<file path="src/wsd_pkg.sv">
package wsd_pkg;

  localparam int FIELD_W = 64;

  typedef enum logic [2:0] {
    ST_IDLE = 3'b001,
    ST_DIV  = 3'b010,
    ST_FIX  = 3'b100
  } state_t;

  typedef struct packed {
    logic load;
    logic step;
    logic finish;
  } cmd_t;

endpackage

</file>
<file path="src/wsd_ctrl.sv">
module wsd_ctrl #(
  parameter int WIDTH = 64
) (
  input  logic          clk,
  input  logic          rst,
  input  logic          start,
  output logic          busy,
  output wsd_pkg::cmd_t cmd
);

  localparam int CW = $clog2(WIDTH);

  wsd_pkg::state_t state;
  wsd_pkg::state_t state_next;
  logic [CW-1:0]   cnt;
  logic [CW-1:0]   cnt_next;

  assign busy = (state != wsd_pkg::ST_IDLE);

  always_comb begin
    state_next = state;
    cnt_next   = cnt;
    cmd        = '0;
    case (state)
      wsd_pkg::ST_IDLE: begin
        if (start) begin
          cmd.load   = 1'b1;
          cnt_next   = '0;
          state_next = wsd_pkg::ST_DIV;
        end
      end
      wsd_pkg::ST_DIV: begin
        cmd.step = 1'b1;
        cnt_next = cnt + CW'(1);
        if (cnt == CW'(WIDTH - 1)) begin
          state_next = wsd_pkg::ST_FIX;
        end
      end
      wsd_pkg::ST_FIX: begin
        cmd.finish = 1'b1;
        state_next = wsd_pkg::ST_IDLE;
      end
      default: begin
        state_next = wsd_pkg::ST_IDLE;
      end
    endcase
  end

  always_ff @(posedge clk) begin
    if (rst) begin
      state <= wsd_pkg::ST_IDLE;
      cnt   <= '0;
    end else begin
      state <= state_next;
      cnt   <= cnt_next;
    end
  end

endmodule

</file>
<file path="src/wsd_dp.sv">
module wsd_dp #(
  parameter int WIDTH = 64
) (
  input  logic                              clk,
  input  logic                              rst,
  input  wsd_pkg::cmd_t                     cmd,
  input  logic signed [wsd_pkg::FIELD_W-1:0] dividend,
  input  logic signed [wsd_pkg::FIELD_W-1:0] divisor,
  output logic                              done,
  output logic signed [wsd_pkg::FIELD_W-1:0] quotient,
  output logic signed [wsd_pkg::FIELD_W-1:0] remainder,
  output logic                              remainder_nonzero,
  output logic                              divide_by_zero
);

  localparam int FW = wsd_pkg::FIELD_W;

  logic [WIDTH-1:0] a_in;
  logic [WIDTH-1:0] b_in;
  logic [WIDTH-1:0] a_mag;
  logic [WIDTH-1:0] b_mag;

  logic [WIDTH-1:0] acc;
  logic [WIDTH-1:0] qreg;
  logic [WIDTH-1:0] breg;
  logic             neg_q;
  logic             neg_r;
  logic             dz;

  logic [WIDTH:0]   diff;
  logic [WIDTH-1:0] q_fix;
  logic [WIDTH-1:0] r_fix;

  assign a_in  = dividend[WIDTH-1:0];
  assign b_in  = divisor[WIDTH-1:0];
  assign a_mag = a_in[WIDTH-1] ? (~a_in + WIDTH'(1)) : a_in;
  assign b_mag = b_in[WIDTH-1] ? (~b_in + WIDTH'(1)) : b_in;

  // trial subtract of the shifted partial remainder
  assign diff  = {acc, qreg[WIDTH-1]} - {1'b0, breg};

  assign q_fix = dz ? '0 : (neg_q ? (~qreg + WIDTH'(1)) : qreg);
  assign r_fix = dz ? '0 : (neg_r ? (~acc + WIDTH'(1)) : acc);

  always_ff @(posedge clk) begin
    if (cmd.load) begin
      acc   <= '0;
      qreg  <= a_mag;
      breg  <= b_mag;
      neg_q <= a_in[WIDTH-1] ^ b_in[WIDTH-1];
      neg_r <= a_in[WIDTH-1];
      dz    <= (b_in == '0);
    end else if (cmd.step) begin
      if (!diff[WIDTH]) begin
        acc <= diff[WIDTH-1:0];
      end else begin
        acc <= {acc[WIDTH-2:0], qreg[WIDTH-1]};
      end
      qreg <= {qreg[WIDTH-2:0], ~diff[WIDTH]};
    end
    if (cmd.finish) begin
      quotient          <= FW'(signed'(q_fix));
      remainder         <= FW'(signed'(r_fix));
      remainder_nonzero <= (r_fix != '0);
      divide_by_zero    <= dz;
    end
  end

  always_ff @(posedge clk) begin
    if (rst) begin
      done <= 1'b0;
    end else begin
      done <= cmd.finish;
    end
  end

endmodule

</file>
<file path="src/wide_signed_divider_unit.sv">
// channel   ports                                         handshake
// input     dividend, divisor                             start, busy
// result    quotient, remainder, remainder_nonzero,       done (one-cycle strobe)
//           divide_by_zero
//
// done rises with the registered result: the accepting edge loads the sign
// magnitudes, then WIDTH restoring steps run, then a sign fix-up state;
// the radix-2 step loop sets the pace, and no new item is taken while busy
// busy is high from the accepting edge until the result is registered
// a new item may be started in the cycle that done is high
// reset is synchronous and returns the controller to idle with done low
// results cannot be held off by the receiver
module wide_signed_divider_unit #(
  parameter int WIDTH = 64
) (
  input  logic                              clk,
  input  logic                              rst,
  input  logic                              start,
  output logic                              busy,
  input  logic signed [wsd_pkg::FIELD_W-1:0] dividend,
  input  logic signed [wsd_pkg::FIELD_W-1:0] divisor,
  output logic                              done,
  output logic signed [wsd_pkg::FIELD_W-1:0] quotient,
  output logic signed [wsd_pkg::FIELD_W-1:0] remainder,
  output logic                              remainder_nonzero,
  output logic                              divide_by_zero
);

  wsd_pkg::cmd_t cmd;

  wsd_ctrl #(
    .WIDTH(WIDTH)
  ) u_ctrl (
    .clk  (clk),
    .rst  (rst),
    .start(start),
    .busy (busy),
    .cmd  (cmd)
  );

  wsd_dp #(
    .WIDTH(WIDTH)
  ) u_dp (
    .clk              (clk),
    .rst              (rst),
    .cmd              (cmd),
    .dividend         (dividend),
    .divisor          (divisor),
    .done             (done),
    .quotient         (quotient),
    .remainder        (remainder),
    .remainder_nonzero(remainder_nonzero),
    .divide_by_zero   (divide_by_zero)
  );

endmodule

</file>
<file path="config.mk">
export PLATFORM = sky130hd
export DESIGN_NAME = wide_signed_divider_unit
export DESIGN_NICKNAME = d
export VERILOG_FILES = /design/src/wsd_pkg.sv /design/src/wsd_ctrl.sv /design/src/wsd_dp.sv /design/src/wide_signed_divider_unit.sv
export SDC_FILE = /design/constraint.sdc
export NUM_CORES = 1
export LEC_CHECK = 0
export ABC_AREA = 1
export BUFFER_PORTS_ARGS = -buffer_cell sky130_fd_sc_hd__buf_2
export CAP_MARGIN = 20
export CORE_MARGIN = 2
export CORE_UTILIZATION = 49
export CTS_BUF_LIST = sky130_fd_sc_hd__clkbuf_4 sky130_fd_sc_hd__clkbuf_8
export DETAILED_ROUTE_END_ITERATION = 12
export PLACE_DENSITY = 0.68
export SETUP_SLACK_MARGIN = 0.15
export SLEW_MARGIN = 5
export SYNTH_ARGS = -nofsm -noshare
export SYNTH_HDL_FRONTEND = slang
export SYNTH_HIERARCHICAL = 1
export SYNTH_SLANG_ARGS = --single-unit
</file>
<file path="constraint.sdc">
create_clock -name clk -period 18.29 [get_ports clk]
set_input_delay 3.658 -clock clk [delete_from_list [all_inputs] [get_ports clk]]
set_output_delay 3.658 -clock clk [all_outputs]
set_load 0.02 [all_outputs]
</file>
# Word level (Yosys, flattened, before mapping)
# Cells that the tools add are included.
[word_totals] mem_count=0 mem_bits_rw=0 romBits=0 elab_cells=56 latchBits=0 in_bits=131 ff_bits=335 output_inout_bits=132
[op_classes] div=0 multipliers=0 mux=17 bitwise=6 n_reduce_logical=6 add_sub_neg=6 eq_ne=7 n_lt_le_gt_ge=0 n_shift=0
[op_table] operator="64-bit 2-to-1 mux" count=7
[op_table] operator="64-bit by 1-bit adder with 64-bit output (second input constant)" count=4
[op_table] operator="64-bit inverter" count=4
[op_table] operator="65-bit by 64-bit subtractor with 65-bit output" count=1
[op_table] operator="64-bit logical NOT" count=1
[op_table] operator="64-bit nonzero test" count=1
[op_table] operator="63-bit 2-to-1 mux" count=1
[op_table] operator="6-bit one-hot mux with 2 select lines" count=1
[op_table] operator="6-bit by 1-bit adder with 6-bit output (second input constant)" count=1
[op_table] operator="6-bit == test (second input constant)" count=1
[op_table] operator="3-bit 2-to-1 mux" count=2
[op_table] operator="6-bit 2-to-1 mux" count=1
[op_table] operator="3-bit one-hot mux with 2 select lines" count=1
[op_table] operator="1-bit 2-to-1 mux" count=4
[op_table] operator="2-bit AND reduction" count=2
[op_table] operator="2-bit nonzero test" count=2
[op_table] operator="3-bit by 1-bit == test with 1-bit output (second input constant)" count=1
[op_table] operator="3-bit by 2-bit == test with 1-bit output (second input constant)" count=1
[op_table] operator="3-bit == test (second input constant)" count=1
[op_table] operator="3-bit by 1-bit inequality test with 1-bit output (second input constant)" count=1
[op_table] operator="2-bit by 1-bit inequality test with 1-bit output (second input constant)" count=1
[op_table] operator="2-bit inequality test (second input constant)" count=1
[op_table] operator="1-bit inverter" count=1
[op_table] operator="1-bit XOR" count=1

# Logic depth before layout (Yosys ltp)
# Gate-level depths: netlist of run 1.
[logic_depth] ltp_word=5 ltp_mapped=20 ltp_nobuf=19

# Modules after synthesis
# Netlist of run 1, hierarchy kept.
[by_module_without_submodules] module="wsd_dp" n_inst=1 cells_per_inst=4073 seq_area_each_um2=9138.8 area_per_inst_um2=26222.6
[by_module_without_submodules] module="wsd_ctrl" n_inst=1 cells_per_inst=68 seq_area_each_um2=180.2 area_per_inst_um2=481.7

# Worst setup path after synthesis of run 1
# No wires, ideal clock.
[synth_path] path_type="register -> register" from="register u_ctrl.state[0]" to="register u_dp.divide_by_zero, enable pin" period_less_slack_ns=10.081 n_path_buf=0 t_required_ns=17.509 arrival_ns=9.300 setup_time_ns=0.781 stages_incl_launch_ff=2 slack_ns=8.209 cell_sequence="dfxtp_1 > nor3_1"
[synth_rtl] item="start, declared" line_no="wsd_ctrl.sv:13" text="wsd_pkg::state_t state;"
[synth_rtl] item="start signal, assigned" line_no="wsd_ctrl.sv:51" text="state <= wsd_pkg::ST_IDLE;"
[synth_rtl] item="start signal, assigned" line_no="wsd_ctrl.sv:54" text="state <= state_next;"
[synth_rtl] item="end signal, assigned" line_no="wsd_dp.sv:65" text="divide_by_zero <= dz;"
[synth_rtl] item="end, declared" line_no="wsd_dp.sv:13" text="output logic divide_by_zero"

# Worst setup path in the final report of run 1
[layout_path] from="input divisor[63] (netlist name)" to="register u_dp.breg[58], data pin"
[layout_via] elab_chain_len=1
[layout_lines] item="start, declared" line_no="wide_signed_divider_unit.sv:21" text="input logic signed [wsd_pkg::FIELD_W-1:0] divisor,"
[layout_lines] item="63-bit 2-to-1 mux" line_no="wsd_dp.sv:37" text="assign b_mag = b_in[WIDTH-1] ? (~b_in + WIDTH'(1)) : b_in;"
[layout_lines] item="via u_dp.b_mag[58]" line_no="wsd_dp.sv:21" text="logic [WIDTH-1:0] b_mag;"
[layout_lines] item="end signal, assigned" line_no="wsd_dp.sv:49" text="breg <= b_mag;"
[layout_lines] item="end, declared" line_no="wsd_dp.sv:25" text="logic [WIDTH-1:0] breg;"
# The timed path passes the listed nets, and every way through them passes these cells.
# A chain may end at the register's enable or synchronous reset.

==> results of run 1 <==
[metrics by stage]
stage / utilization (%) / std cells
3_3_place_gp: 53.20 / 5030
2_1_floorplan: - / 4141
3_5_place_dp: 53.20 / 5030
4_1_cts: 55.62 / 5141
6_report: 55.66 / 5143
5_1_grt: 55.66 / 5143
[worst max-delay path, cell delays in order]
cell      delay, ps
buf_2           570
clkinv_1        880
a31oi_1         560
nor3b_1         100
nand2b_1        150
[final timing paths]
kind	slack [ps]	from	to	depth (start not counted)
max reg2reg	14420	u_dp/qreg[63]	u_dp/acc[42]	19
max	12800	divisor[63]	u_dp/breg[58]	5
min	500	u_dp/acc[1]	u_dp/acc[1]	2
min reg2reg	500	u_dp/acc[1]	u_dp/acc[1]	2
[layer usage]
| layer | track usage (%) | vias to the layer above | routed length (µm) |
|---|---|---|---|
| li1 | - | 13780 | - |
| met5 | 0 | - | 0 |
| met2 | 54.37 | 1000 | 42660 |
| met1 | 41.08 | 12490 | 39070 |
| met4 | 17.78 | 0 | 5578 |
| met3 | 4.274 | 227 | 5501 |
[cell usage in the layout (no fill, tap or decap), types with 14 or more instances in the layout]
cell      count
xor2_1       86
ha_1         69
nor3_1       61
nand2_1    1291
dfxtp_1      74
a21oi_1     157
nand3_1     358
inv_1       663
nor4_1       28
buf_2       262
edfxtp_1    261
o21ai_0     208
clkbuf_8     63
xnor2_1      48
clkinv_2     14
buf_4        19
nand4_1      72
nor2_1      536
[flip-flops by register name (all words and copies together), names as in the netlist]
name	cells
u_dp/neg_r	1
u_dp/breg	64
u_dp/quotient	64
u_dp/remainder_nonzero	1
u_ctrl/state	3
u_dp/acc	64
u_dp/neg_q	1
u_dp/qreg	64
u_ctrl/cnt	6
u_dp/dz	1
u_dp/divide_by_zero	1
u_dp/done	1
u_dp/remainder	64
[power by group through the flow]
stage               logic, mW  registers (mW)  clock network, mW
finish                  0.373           0.912              0.765
global route            0.413           0.916              0.811
CTS                     0.369           0.911              0.781
detailed placement      0.367           0.926                  0
global placement        0.367           0.925                  0
floorplan               0.238           0.921                  0
[cells by family (layout without fill, tap and decap cells)]
kind of cell,count (synthesis),count (layout),share of synthesized area (%)
adders and majority gates,70,70,3.308
xor gates and xnor gates,134,134,4.395
buffers and inverters,761,1066,11.05
and+or+nand+nor,2419,2419,37.96
other,0,1,0
AOI/OAI and AO/OA,422,422,8.392
DFF,335,335,34.90
[cell type report]
class	instances	area share, %
Clock inverter	36	1.153
Tap cell	696	2.907
Antenna cell	1	0.008355
Inverter	673	8.446
Timing Repair Buffer	282	4.921
Multi-Input combinational cell	3045	48.26
Clock buffer	75	3.196
Sequential cell	335	31.11
==> flow_metrics.tcl, run 1 <==
set metrics [dict create \
    clock_sinks 335 \
    hold_viol_final 0 \
    yosysSeqAreaShare_pct 34.90 \
    cts_tree "yes" \
    endpoint_kind "flip-flop" \
    area_delta_synth_final_pct 12.16 \
    fin_area_um2 29950 \
    comb_power_share_pct 18.2 \
    via_count 27490 \
    rows 85 \
    cts_made_buffers 59 \
    multiInputGateArea_um2 14450 \
    post_cts_buffers 0 \
    hold_class "flip-flop to flip-flop" \
    die-area_um2 56380 \
    ant_nets 0 \
    grt_first_pass_wirelength_um 142500 \
    grt_overflow 0 \
    p_leak_nw 15.90 \
    num-fill-cells 5563 \
    synth_top_area_share_pct 29.35 \
    antenna_found_initial 2 \
    status "finished, final reports clean" \
    drive_gt1_share_pct 10.12 \
    cts_buffer_depth 3 \
    syn_inst 4141 \
    max-vdd-ir-drop_mv 0.06068 \
    post-place-ws_ps 12150 \
    die_y_um 237.5 \
    ys_ff_latch 335 \
    wl_um 92810 \
    clock_latency_ps 680 \
    relSlewSlack_pct 37.87 \
    ys_warn_count 6 \
    grt_start_max_net_pins 79 \
    vias_per_cell 5.345 \
    drcViolationCount 0 \
    die_w_um 237.5 \
    skew_ps 25.09 \
    cts.clk_slew.worst_paths_ps 70 \
    synth-edff-count 261 \
    power.density_nw_per_um2 68.44 \
    ys.flop_type "edfxtp_1" \
    hpwlAfterDp_um 75580 \
    setup_viol 0 \
    first_global_vias 25860 \
    fin_crit_ps 5487 \
    worst_pin_slew_ps 923.5 \
    setup_tns_ps 0 \
    clkPwrFrac_pct 37.3 \
    htreeDepth 2 \
    wire_per_inst_um 18.05 \
    initial_core_util_pct 49.62 \
    synth_top_area_cell "edfxtp_1" \
    grtUsageTotal_pct 32.60 \
    fmax_mhz 182.2 \
    fin_crit_sh_pct 30.00 \
    drv_cap 0 \
    yosys-top-cells-area "edfxtp_1 29%, nand2_1 18%, inv_1 9.3%" \
    placed_area_um2 28630 \
    firstDrtPassIters 6 \
    p_total_mw 2.050 \
    cp-start-kind "input port" \
    port_buffers 262 \
    netlist_top_cells_count "1291 x nand2_1, 665 x inv_1, 538 x nor2_1" \
    first_iter_violations 2463 \
    hold_slack_ps 504.2 \
    async_flop_share_pct 0 \
    root_buffer "clkbuf_8" \
    seq_power_share_pct 44.5 \
    netlist_area_um2 26700 \
    cts_resized 0 \
    path_class "input port to flip-flop" \
    regArea_um2 9319 \
    avgSynthCellArea_um2 6.449 \
    num_io_pins 263 \
    cp_max_fo 42 \
    cts_hold_buf 0 \
    maxSlewViolCount 0 \
    synthDistinctLibCells 54 \
    swShare_pct 30.81 \
    p_switching_mw 0.6315 \
    p_int_mw 1.418 \
    arrival_ps 5930 \
    setup_slack_ps 12800 \
    rsz0062_at_grt "false" \
    gp_congestion 1.035 \
    nNetsFinal 4597 \
    synthesis.nets 4342 \
    synth.most_common_cell "nand2_1" \
    coreArea_um2 53810 \
    cp.required_ps 18730 \
]
Power figures use the tool's default switching activity.
==> run 2: changes to the inputs <==
==> constraint.sdc (replaced) <==
create_clock -name clk -period 5.6 [get_ports clk]
set_input_delay 1.12 -clock clk [delete_from_list [all_inputs] [get_ports clk]]
set_output_delay 1.12 -clock clk [all_outputs]
set_load 0.02 [all_outputs]
==> flow_metrics.tcl, run 2 (synthesis gave the netlist of run 1 again) <==
set metrics [dict create \
    fin_area_um2 29910 \
    max-vdd-ir-drop_mv 0.2798 \
    drv_cap 0 \
    wire_per_inst_um 18.95 \
    cp.required_ps 5970 \
    worst-path-buf-inv 1 \
    hold_class "flip-flop to flip-flop" \
    status "finished, final reports clean" \
    final_util_pct 55.58 \
    hold_slack_ps 498.4 \
    cp_max_fo 39 \
    skew_ps 31.84 \
    via_count 27630 \
    arrival_ps 4310 \
    setup_tns_ps 0 \
    cp-start-kind "flip-flop" \
    htreeDepth 2 \
    hpwlAfterDp_um 79860 \
    first_iter_violations 2216 \
    first_global_vias 25790 \
    rows 85 \
    power.density_nw_per_um2 223.5 \
    fmax_mhz 253.9 \
    clock_latency_ps 690 \
    crit_chain "inv_1 -> ha_1 -> fa_1 -> nand3b_1 -> nand2_1 -> nand2_1 -> nand2_1 -> nand3_1 -> nand2_1 -> nand2_1 -> nand2_2 -> nand2_4 -> nand3_1 -> nand2_2 -> o21ai_0" \
    initial_core_util_pct 49.62 \
    cts_resized 0 \
    grt_overflow 0 \
    ant_nets 0 \
    vias_per_cell 5.377 \
    num_io_pins 263 \
    crit_family "simple AND/OR/NAND/NOR gates" \
    wl_um 97390 \
    setup_viol 0 \
    p_total_mw 6.685 \
    gp_congestion 1.016 \
    cts_made_buffers 59 \
    cts_buffer_depth 3 \
    num-fill-cells 5539 \
    grt_first_pass_wirelength_um 147100 \
    p_leak_nw 15.86 \
    cts_hold_buf 0 \
    clock_sinks 335 \
    rsz0062_at_grt "false" \
    cts.clk_slew.worst_paths_ps 70 \
    multiInputGateArea_um2 14460 \
    path_class "flip-flop to flip-flop" \
    die_y_um 237.5 \
    grtUsageTotal_pct 34.02 \
    nNetsFinal 4596 \
    root_buffer "clkbuf_8" \
    drive_gt1_share_pct 9.863 \
    max_stage_delay_ps 760 \
    maxSlewViolCount 0 \
    die-area_um2 56380 \
    drcViolationCount 0 \
    port_buffers 262 \
    antenna_found_initial 1 \
    coreArea_um2 53810 \
    slowest_stage "o21ai_0" \
    post_cts_buffers 0 \
    placed_area_um2 28630 \
    cts_tree "yes" \
    worst_pin_slew_ps 974.6 \
    hold_viol_final 0 \
    layout_common_cells "1291 x nand2_1, 663 x inv_1, 536 x nor2_1" \
    firstDrtPassIters 5 \
    area_delta_synth_final_pct 12.01 \
    die_w_um 237.5 \
    endpoint_kind "flip-flop" \
    fin_crit_sh_pct 70.33 \
    grt_start_max_net_pins 87 \
    relSlewSlack_pct 35.02 \
    crit_top_cell "nand2_1" \
    final_common_cell "nand2_1" \
    fin_crit_ps 3938 \
    regArea_um2 9319 \
]
## run 2: changes by cell type in the layout (fill, tap and decap cells not counted), sizes merged
| cell | previous run | this run |
|---|---|---|
| clkbuf | 75 | 69 |
| clkinvlp | 3 | 2 |
| bufinv | 6 | 7 |
| clkinv | 28 | 30 |
| buf | 282 | 281 |
## run 2: tightest hold or removal path, stage by stage (launching register included)
cell     delay [ps]
dfxtp_1         340
nand2_1          70
nand2_1          50
## run 2: cell type report
type                    instances  area share, %
multi-input cells            3045          48.34
flip-flops and latches        335          31.16
inverters                     673          8.458
repair buffers                281          4.903
clock buffers                  69          2.987
well taps                     696          2.911
clock inverters                38          1.234
diodes                          1       0.008366
## run 2: power breakdown
part / switching [mW] / internal, mW / total [mW]
Sequential: 0.102 / 2.88 / 2.98
Clock: 1.08 / 1.39 / 2.47
Combinational: 0.894 / 0.344 / 1.24
Total: 2.08 / 4.61 / 6.68
## run 2: worst paths after layout
check,cells after the start,endpoint,slack (ps),startpoint
max,15,u_dp/qreg[0],1660,u_dp/qreg[63]
min,2,u_dp/acc[1],500,u_dp/acc[1]
max reg2reg,15,u_dp/qreg[0],1660,u_dp/qreg[63]
min reg2reg,2,u_dp/acc[1],500,u_dp/acc[1]
## run 2: per-layer routing
metal | up-vias | track usage (%) | part of all wire [%]
met3 | 199 | 3.461 | 5.5
met4 | 0 | 16.37 | 5.2
met2 | 956 | 59.41 | 48
met5 | - | 0 | 0
met1 | 12680 | 42.14 | 41
li1 | 13790 | - | -
## run 2: per-stage QoR
stage / setup WS [ps] / cells
5_1_grt: 1506 / 5138
3_3_place_gp: 1762 / 5029
4_1_cts: 1746 / 5136
2_1_floorplan: 659.0 / 4141
3_5_place_dp: 1832 / 5029
6_report: 1662 / 5138
